--- src/rtl/gf2_128_field_alu_macros.svh ---
// Assertion macros shared by the GF(2^128) field ALU RTL.
`ifndef GF2_128_FIELD_ALU_MACROS_SVH
`define GF2_128_FIELD_ALU_MACROS_SVH

// Same-cycle implication, checked on every rising edge outside reset
`define GF2M_ASSERT_NOW(label, ante, cons) \
    label: assert property (@(posedge clk) disable iff (!rst_n) (ante) |-> (cons)) \
        else $error("gf2m same-cycle check failed");

// Next-cycle implication, checked on every rising edge outside reset
`define GF2M_ASSERT_NEXT(label, ante, cons) \
    label: assert property (@(posedge clk) disable iff (!rst_n) (ante) |=> (cons)) \
        else $error("gf2m next-cycle check failed");

`endif

--- src/rtl/gf2m_pkg.sv ---
// Shared types and constants for the GF(2^128) field ALU.
package gf2m_pkg;

    localparam int WORD_W  = 64;
    localparam int ELEM_W  = 2 * WORD_W;
    localparam int PROD_W  = 2 * WORD_W;

    // Shift amounts used when folding the top word back in
    localparam int FOLD_SH7 = 57;
    localparam int FOLD_SH2 = 62;
    localparam int FOLD_SH1 = 63;

    typedef enum logic [1:0] {
        OP_ADD = 2'd0,
        OP_MUL = 2'd1,
        OP_SQR = 2'd2
    } gf2m_op_t;

    // Stage 1: captured operation and operands (b replaced by a for square)
    typedef struct packed {
        gf2m_op_t          op;
        logic [WORD_W-1:0] a_lo;
        logic [WORD_W-1:0] a_hi;
        logic [WORD_W-1:0] b_lo;
        logic [WORD_W-1:0] b_hi;
    } gf2m_s1_t;

    // Stage 2: XOR sum and the four partial carry-less products
    typedef struct packed {
        gf2m_op_t          op;
        logic [ELEM_W-1:0] sum;
        logic [PROD_W-1:0] p_ll;
        logic [PROD_W-1:0] p_lh;
        logic [PROD_W-1:0] p_hl;
        logic [PROD_W-1:0] p_hh;
    } gf2m_s2_t;

endpackage

--- src/rtl/gf2m_reduce.sv ---
// Reduction of a 256-bit product modulo x^128 + x^7 + x^2 + x + 1.
module gf2m_reduce
(
    input  logic [gf2m_pkg::WORD_W-1:0] w0,
    input  logic [gf2m_pkg::WORD_W-1:0] w1,
    input  logic [gf2m_pkg::WORD_W-1:0] w2,
    input  logic [gf2m_pkg::WORD_W-1:0] w3,
    output logic [gf2m_pkg::ELEM_W-1:0] r
);
    import gf2m_pkg::*;

    logic [WORD_W-1:0] t;
    logic [WORD_W-1:0] h;
    logic [WORD_W-1:0] l;

    // Fold the top word into words 2 and 1, then fold the new word 2 into words 1..0
    assign t = w2 ^ (w3 >> FOLD_SH7) ^ (w3 >> FOLD_SH2) ^ (w3 >> FOLD_SH1);
    assign h = w1 ^ w3
             ^ ((w3 << 7) | (t >> FOLD_SH7))
             ^ ((w3 << 2) | (t >> FOLD_SH2))
             ^ ((w3 << 1) | (t >> FOLD_SH1));
    assign l = w0 ^ t ^ (t << 7) ^ (t << 2) ^ (t << 1);
    assign r = {h, l};

endmodule
--- config.mk ---
export PLATFORM = sky130hd
export DESIGN_NAME = gf2m_reduce
export DESIGN_NICKNAME = d
export VERILOG_FILES = /design/src/rtl/gf2_128_field_alu_macros.svh /design/src/rtl/gf2m_pkg.sv /design/src/rtl/gf2m_reduce.sv
export SDC_FILE = /design/constraint.sdc
export NUM_CORES = 1
export LEC_CHECK = 0
export BUFFER_PORTS_ARGS = -buffer_cell sky130_fd_sc_hd__buf_2
export CORE_AREA = 2 2 148 150
export DETAILED_ROUTE_END_ITERATION = 6
export DIE_AREA = 0 0 150 152
export PLACE_DENSITY = 0.46
export SYNTH_ARGS = -nofsm -noshare
export SYNTH_HDL_FRONTEND = slang
export SYNTH_SLANG_ARGS = --single-unit
--- constraint.sdc ---
create_clock -name vclk -period 1.5
set_clock_uncertainty 0.2 [all_clocks]
set_input_delay 0.225 -clock vclk [all_inputs]
set_output_delay 0.225 -clock vclk [all_outputs]
set_load 0.02 [all_outputs]
# [Word level (Yosys, flattened, before mapping)]
# Cells that the tools add are included.
[classes] bitwise=14
[ops] operator="XOR 64 bit" count=8
[ops] operator="OR 64 x 1 -> 64 bit" count=1
[ops] operator="OR 64 x 2 -> 64 bit" count=1
[ops] operator="OR 64 x 7 -> 64 bit" count=1
[ops] operator="XOR 64 x 1 -> 64 bit" count=1
[ops] operator="XOR 64 x 2 -> 64 bit" count=1
[ops] operator="XOR 64 x 7 -> 64 bit" count=1
[totals] ff_bits=0 inputBits=256 output_inout_bits=128 elab_cells=14

# [Longest topological paths before layout]
[depth] word_depth=7 mapped_depth=4

# [Least setup slack after synthesis]
# No wires, ideal clock.
[synth_timing] path_kind="input-to-output" start="input w2[7] (netlist name)" end="output r[7] (netlist name)" t_arrival_ns=1.129 path_slack_ns=-0.054 stages=3 n_path_buf=0 cell_sequence="xnor3_1 -> xnor2_1 -> xnor2_1"
[synth_between] elab_chain_len=7
[synth_lines] element="start: declaration" line="gf2m_reduce.sv:6" text="input logic [gf2m_pkg::WORD_W-1:0] w2,"
[synth_lines] element="XOR 64 x 7 -> 64 bit" line="gf2m_reduce.sv:17" text="assign t = w2 ^ (w3 >> FOLD_SH7) ^ (w3 >> FOLD_SH2) ^ (w3 >> FOLD_SH1);"
[synth_lines] element="XOR 64 x 2 -> 64 bit" line="gf2m_reduce.sv:17"
[synth_lines] element="XOR 64 x 1 -> 64 bit" line="gf2m_reduce.sv:17"
[synth_lines] element="XOR 64 bit (4 in series)" line="gf2m_reduce.sv:22" text="assign l = w0 ^ t ^ (t << 7) ^ (t << 2) ^ (t << 1);"
[synth_lines] element="end: declaration" line="gf2m_reduce.sv:8" text="output logic [gf2m_pkg::ELEM_W-1:0] r"
# No other way between the ends.

# [Final worst setup path]
[layout_timing] start="input w2[2] (netlist name)" end="output r[2] (netlist name)"
# Same word-level chain as after synthesis.

==> results.toml <==
[run_status]
status = "finished with violations"
violations = "setup timing"

[setup_path]
start_kind = "input port"
worstPathRequired_ns = 1.07
arrival_ns = 1.22
worstSetupEndpointType = "output pin"
crit_path_max_fanout = 2
worstSetupPathType = "input port to output pin"

[yosys]
syn_avg_cell_area_um2 = 8.84
syn-cell-area_um2 = 4020
synth_cell_types = 7
syn_nets = 711
ys_seq_area_share_pct = 0
ys_warn_count = 0
syn_inst = 455

[routing]
vias_per_cell = 4.05
routedWlPerCell_um = 17.5
dr.pass1.iters = 4
drc_errors = 0
drtAntennaViolNets = 0
drt-initial-drc-count = 125
wl_mm = 21.9
vias = 5080

[final_layout]
syn_to_final_growth_pct = 198
design_area_um2 = 12000
mostFrequentLayoutCells = "230 x buf_4, 170 x xnor2_2, 163 x xnor2_1"
num-clock-buffers = 0
seq_cell_count = 0
n_fill_cell = 1713
final_common_cell = "buf_4"
seq_area_um2 = 0
drive_above_1_share_pct = 82.7
fin_util_pct = 56.1
nets = 1230
final_cells = 1254

[floorplan]
die_area_um2 = 22800
initial_utilization_pct = 18.8
die_h_um = 152
io_pins = 384
core_um2 = 21400
num_rows = 54
dieWidth_um = 150

[power]
p_leak_nw = 5.33
peakVddDrop_mv = 0.360
total_power_mw = 7.95
power_density_nw_per_um2 = 664

[sta]
rsz0062_at_grt = "yes"
post-route-min-period_ns = 1.65
hold_viol = 0
period_share_pct = 110
holdWs_ns = 0.565
maxSlewHeadroom_pct = 81.5
finalMaxSlewViolations = 0
fin_ws_ns = -0.149
timing.fmax_mhz = 606
worstMarginPinSlew_ns = 0.275
setup_violations = 33
tns_ns = -1.38

[placement]
placedCellCount = 1240
place_area_um2 = 7240
gp_congestion = 0.896
portBuffers = 384
post-place-ws_ns = -0.228
post-dp-hpwl_mm = 16.6

[global_route]
grt_pass1_wl_mm = 29.0
grt_max_degree = 5
antenna_found_initial = 2
grt-ovfl-total = 0
grtUsageTotal_pct = 16.2
grt_pass1_vias = 5260

[min_path]
hold_class = "input port to output pin"

[job]
drv_cap = 0
[final cells by class]
cell class	count	area, µm²	share of cell area [%]
well taps	280	350	2.93
diodes	2	5.00	0.0418
multi-input cells	452	7340	61.3
repair buffers	520	4270	35.7
[critical path: stages]
cell     delay, ns
buf_8         0.11
xnor2_4       0.14
xnor2_2       0.22
xor3_2        0.38
buf_6         0.14
[layer usage]
layer	share of wire, %	global-route usage [%]	vias up
li1	-	-	2443
met3	4.2	1.68	40
met2	56	30.6	179
met5	0	0	-
met1	37	19.7	2418
met4	2.5	2.70	0
[kinds of logic after synthesis]
group	synth area share, %
buffers and inverters	0.280
XOR/XNOR	99.7
[Yosys cell counts]
cell	count	area [µm²]
xor3_1	1	23.8
xor2_1	10	87.6
xor2_2	2	32.5
clkbuf_1	3	11.3
xnor3_1	1	22.5
xnor2_2	1	16.3
xnor2_1	437	3830
[path summary, 6_finish.rpt]
path                  startpoint  cells after the start  endpoint  slack (ns)
worst max-delay path       w2[2]                      5      r[2]       -0.15
worst min-delay path      w3[58]                      3    r[122]        0.56
[repair_timing]
action,4_1_cts,5_1_grt
gates cloned,0,0
hold buffers,0,0
pin swaps,152,224
gates resized for setup,428,424
setup buffers,19,7
setup endpoints to repair,126,124
[power breakdown]
| group | leakage (nW) | total, mW | internal (mW) | switching (mW) |
|---|---|---|---|---|
| Sequential | 0 | 0 | 0 | 0 |
| Combinational | 5.33 | 7.95 | 4.21 | 3.74 |
| Clock | 0.0000127 | 0.000000179 | 0.000000179 | 0 |
| Total | 5.33 | 7.95 | 4.21 | 3.74 |
Note: power is estimated with default switching activity, not from simulation.
