==> config.mk <==
export PLATFORM = sky130hd
export DESIGN_NAME = gf2m_clmul64
export DESIGN_NICKNAME = d
export VERILOG_FILES = /design/src/rtl/gf2_128_field_alu_macros.svh /design/src/rtl/gf2m_pkg.sv /design/src/rtl/gf2m_clmul64.sv
export SDC_FILE = /design/constraint.sdc
export NUM_CORES = 2
export LEC_CHECK = 0
export ABC_AREA = 0
export BUFFER_PORTS_ARGS = -buffer_cell sky130_fd_sc_hd__buf_2
export CAP_MARGIN = 5
export CORE_AREA = 2 2 362 364
export DETAILED_ROUTE_END_ITERATION = 16
export DIE_AREA = 0 0 364 366
export GPL_ROUTABILITY_DRIVEN = 0
export MAX_ROUTING_LAYER = met4
export PLACE_DENSITY_LB_ADDON = 0.3
export SYNTH_ARGS = -nofsm -noshare
export SYNTH_HDL_FRONTEND = slang
export SYNTH_SLANG_ARGS = --single-unit
==> constraint.sdc <==
create_clock -name vclk -period 1.6
set_clock_uncertainty 0.1 [all_clocks]
set_input_delay 0.16 -clock vclk [all_inputs]
set_output_delay 0.16 -clock vclk [all_outputs]
set_load 0.01 [all_outputs]
==> src/rtl/gf2_128_field_alu_macros.svh <==
// Assertion macros shared by the GF(2^128) field ALU RTL.
`ifndef GF2_128_FIELD_ALU_MACROS_SVH
`define GF2_128_FIELD_ALU_MACROS_SVH

// Same-cycle implication, checked on every rising edge outside reset
`define GF2M_ASSERT_NOW(label, ante, cons) \
    label: assert property (@(posedge clk) disable iff (!rst_n) (ante) |-> (cons)) \
        else $error("gf2m same-cycle check failed");

// Next-cycle implication, checked on every rising edge outside reset
`define GF2M_ASSERT_NEXT(label, ante, cons) \
    label: assert property (@(posedge clk) disable iff (!rst_n) (ante) |=> (cons)) \
        else $error("gf2m next-cycle check failed");

`endif

==> src/rtl/gf2m_pkg.sv <==
// Shared types and constants for the GF(2^128) field ALU.
package gf2m_pkg;

    localparam int WORD_W  = 64;
    localparam int ELEM_W  = 2 * WORD_W;
    localparam int PROD_W  = 2 * WORD_W;

    // Shift amounts used when folding the top word back in
    localparam int FOLD_SH7 = 57;
    localparam int FOLD_SH2 = 62;
    localparam int FOLD_SH1 = 63;

    typedef enum logic [1:0] {
        OP_ADD = 2'd0,
        OP_MUL = 2'd1,
        OP_SQR = 2'd2
    } gf2m_op_t;

    // Stage 1: captured operation and operands (b replaced by a for square)
    typedef struct packed {
        gf2m_op_t          op;
        logic [WORD_W-1:0] a_lo;
        logic [WORD_W-1:0] a_hi;
        logic [WORD_W-1:0] b_lo;
        logic [WORD_W-1:0] b_hi;
    } gf2m_s1_t;

    // Stage 2: XOR sum and the four partial carry-less products
    typedef struct packed {
        gf2m_op_t          op;
        logic [ELEM_W-1:0] sum;
        logic [PROD_W-1:0] p_ll;
        logic [PROD_W-1:0] p_lh;
        logic [PROD_W-1:0] p_hl;
        logic [PROD_W-1:0] p_hh;
    } gf2m_s2_t;

endpackage

==> src/rtl/gf2m_clmul64.sv <==
// Carry-less 64x64 -> 128-bit multiplier (XOR tree of shifted partial products).
module gf2m_clmul64
(
    input  logic [gf2m_pkg::WORD_W-1:0] x,
    input  logic [gf2m_pkg::WORD_W-1:0] y,
    output logic [gf2m_pkg::PROD_W-1:0] p
);
    import gf2m_pkg::*;

    // One shifted copy of x per set bit of y
    always_comb
    begin
        logic [PROD_W-1:0] acc;
        acc = '0;
        for (int i = 0; i < WORD_W; i++)
        begin
            if (y[i])
            begin
                acc = acc ^ ({{(PROD_W-WORD_W){1'b0}}, x} << i);
            end
        end
        p = acc;
    end

endmodule

==> impl_metrics.py, run 1 <==
metrics = {
    "die": {
        "start_util_pct": 44.90,
        "num_rows": 132,
        "die_h_um": 366,
        "boundaryPins": 256,
        "fp.dieW_um": 364,
    },
    "yosys": {
        "syn_avg_cell_area_um2": 6.462,
        "synth_fp_nets": 9091,
        "synth.distinct_cells": 10,
        "syn_inst": 8963,
        "synthesis.area_um2": 57920,
        "synth_warnings": 0,
        "ys_seq_area_share_pct": 0,
    },
    "global_routing": {
        "grt_use_total_pct": 68.90,
        "overflow": 143,
        "grt_max_degree": 32,
    },
    "place": {
        "hpwl_mm": 221.4,
        "io_buffers": 255,
    },
    "outcome": {
        "firstError": "[ERROR GRT-0232] Routing congestion too high. Check the congestion heatmap in the GUI.",
        "status": "aborted with a tool error",
        "lastStage": "global routing",
    },
}
-- cells by family after synthesis --
logic type | count (synthesis) | synth area share [%]
xor gates and xnor gates | 3969 | 60.02
other | 1 | 0.006475
and+or+nand+nor | 4096 | 26.57
buffers and inverters | 897 | 13.41
-- metal layers --
layer / overflow / GRT usage [%]
met4: 52 / 58.68
met3: 5 / 60.01
met5: - / -
met2: 75 / 77.72
met1: 11 / 70.94
-- Yosys cell counts (all sizes together) --
| cell | n | share of area, % |
|---|---|---|
| nand2 | 4094 | 27 |
| xnor2 | 3056 | 46 |
| xor2 | 913 | 14 |
| buf | 897 | 13 |
| and2 | 2 | 0.022 |
| conb | 1 | 0.0065 |
-- per-stage QoR --
step	setup TNS [ns]	worst slack, ns	hold WS, ns	instances	area [um^2]
after floorplan	-8.067	-0.09045	0.8716	8963	61610
after global placement	-96.31	-1.201	1.013	11507	71130
after detailed placement	-97.48	-1.181	1.009	11507	71130
after CTS	-85.91	-0.8227	1.011	11858	78400
-- what timing repair did --
action	CTS
hold buffers	0
endpoints found under the setup margin	124
pin swaps	358
resized for setup	519
setup buffers	300
cloned	61
==> run 2: changes to the inputs <==
CORE_AREA = 2 2 443 445   (was 2 2 362 364)
DIE_AREA = 0 0 445 447   (was 0 0 364 366)
MAX_ROUTING_LAYER = not set   (was met4)
PLACE_DENSITY_LB_ADDON = 0.15   (was 0.3)
clock period = 2.08 ns   (was 1.6 ns; I/O delays follow)
==> run 2 against run 1 <==
  * The flow now finishes, with violations (negative setup slack)
  * Synthesized cell count stayed put
  * Area after synthesis stayed put
==> impl_metrics.py, run 2 <==
metrics = {
    "die": {
        "num_rows": 162,
        "boundaryPins": 256,
        "start_util_pct": 29.83,
        "coreArea_um2": 194200,
        "fp.dieW_um": 445,
        "die_h_um": 447,
        "die_area_um2": 198900,
    },
    "place": {
        "placed_cell_area_um2": 71320,
        "hpwl_mm": 249.4,
        "io_buffers": 255,
    },
    "routing": {
        "vias_per_cell": 5.525,
        "wl_mm": 425.1,
        "drt_iter0_drc": 11570,
        "detail_route.drc_violations": 0,
        "dr.pass1.iters": 8,
        "wl_per_cell_um": 32.52,
        "drt.antenna.violating_nets": 0,
        "vias": 72222,
    },
    "power_and_ir_drop": {
        "p_leak_uw": 0.03843,
        "pwr-share-comb_pct": 100.0,
        "p_switching_uw": 30850,
        "intPower_uw": 29820,
        "switching_share_pct": 50.84,
        "pwr-share-clk_pct": 0,
        "power_frac_seq_pct": 0,
        "max-vdd-ir-drop_uv": 1030,
        "powerDensity_nw_per_um2": 668.2,
    },
    "sta": {
        "hold_violations": 0,
        "min_period_ns": 2.689,
        "rsz0062_at_grt": "true",
        "slew_violations": 0,
        "fin_crit_sh_pct": 129.3,
        "finalSetupViolations": 121,
        "setup_slack_ns": -0.6091,
        "fmax_mhz": 371.9,
    },
    "global_routing": {
        "grt_use_total_pct": 40.44,
        "overflow": 0,
        "antenna_found_initial": 17,
        "grt_pass1_wl_mm": 564.4,
        "grt_pass1_vias": 67856,
        "grt_max_degree": 26,
    },
    "setup_path": {
        "worstPathArrival_ns": 2.38,
        "crit_required_ns": 1.77,
        "slowest_delay_ns": 0.42,
        "crit_chain": "buf_12 -> buf_16 -> buf_4 -> nand2_1 -> xor2_1 -> xnor2_1 -> xnor2_1 -> xnor2_1 -> xnor2_2 -> xnor2_4 -> buf_4 -> buf_6",
        "setup.worst_path.end_class": "primary output",
        "path_class": "in2out",
        "cp_common_cell": "xnor2_1",
        "critPathSlowestCell": "xnor2_2",
        "startpoint_type": "input pin",
        "crit_fanout": 7,
    },
    "yosys": {
        "synthesis.area_um2": 57920,
        "synth_fp_nets": 9091,
        "syn_avg_cell_area_um2": 6.462,
        "synth_warnings": 0,
        "ys_seq_area_share_pct": 0,
        "yosysTopAreaCellShare_pct": 46.21,
        "synth_area_leaders": "xnor2_1 (46%), nand2_1 (27%), xor2_1 (14%)",
        "yosysTopAreaCell": "xnor2_1",
        "synth.distinct_cells": 10,
        "syn_inst": 8963,
        "synthMostInstantiatedCell": "nand2_1",
        "yosys-top-cells-count": "nand2_1 (4091), xnor2_1 (3056), xor2_1 (913), buf_4 (448), buf_6 (343)",
    },
    "job": {
        "maxCapViolCount": 0,
    },
    "outcome": {
        "violations": "negative setup slack",
        "status": "finished with violations",
    },
    "finish": {
        "final_common_cell": "nand2_1",
        "seq_cell_count": 0,
        "fin_area_um2": 90790,
        "final_util_pct": 46.76,
        "nClkBuffers": 0,
        "final_cell_mix": "nand2_1 (3821), xnor2_1 (2679), buf_4 (1129), xor2_1 (814), buf_12 (636)",
        "regArea_um2": 0,
        "area_delta_synth_final_pct": 56.75,
        "finalNetCount": 10630,
        "drive_gt1_share_pct": 30.31,
    },
    "min_path": {
        "worst_hold_path_type": "in2out",
    },
    "clock_tree": {
        "cts_hold_buf": 0,
    },
}
[run 2: cell counts after synthesis]
Identical to the previous run, type by type.
[run 2: final timing paths]
kind,from,end,slack [ns],depth (start not counted)
worst max-delay path,x[41],p[63],-0.61,12
worst min-delay path,x[1],p[1],1.11,6
[run 2: cell families (layout without fill, tap and decap cells)]
family,after synthesis,count (layout),share of synthesized area (%)
other,1,31,0.006475
xor gates and xnor gates,3969,3969,60.02
buffers and inverters,897,2434,13.41
and+or+nand+nor,4096,4096,26.57
[run 2: metal layers]
layer	vias to the layer above	part of all wire, %	global-route usage [%]	wire length, um
li1	29265	-	-	-
met1	34169	36	49.95	153000
met2	6555	39	56.95	164900
met3	2223	15	14.47	63990
met4	10	10	30.48	42830
met5	-	0.084	0.3663	356
[run 2: metrics by stage]
stage	hold WS [ns]	setup TNS, ns	worst slack, ns	cells	power [uW]
floorplan	1.010	0	0.2313	8963	28180
global placement	1.123	-58.99	-0.9422	12283	48960
detailed placement	1.133	-58.98	-0.9126	12283	49030
CTS	1.098	-39.28	-0.4906	12908	57390
global route	1.120	-49.08	-0.5854	13045	62720
finish	1.112	-43.50	-0.6091	13072	60670
[run 2: final cells by class]
class,count,area [um^2]
Fill cell,19208,103400
Antenna cell,30,75.07
Timing Repair Buffer,2434,32470
Multi-Input combinational cell,8066,55070
Tap cell,2542,3181
[run 2: what timing repair did]
action / in CTS / in global routing
setup buffers: 546 / 137
pin swaps: 927 / 562
endpoints found under the setup margin: 122 / 122
gates resized for setup: 1321 / 543
gates cloned: 106 / 17
[run 2: worst max-delay path: cells and delay by family]
| kind | cells | cell delay (ns) |
|---|---|---|
| XOR/XNOR | 6 | 1.38 |
| AND/OR/NAND/NOR | 1 | 0.05 |
| buffers and inverters | 5 | 0.72 |
[run 2: power groups by stage]
stage,registers (uW),logic (uW),clock network (uW)
3_3_place_gp,0,49000,0
5_1_grt,0,62700,0.0000771
3_5_place_dp,0,49000,0
4_1_cts,0,57400,0
6_report,0,60700,0.000795
2_1_floorplan,0,28200,0
Power figures use the tool's default switching activity.
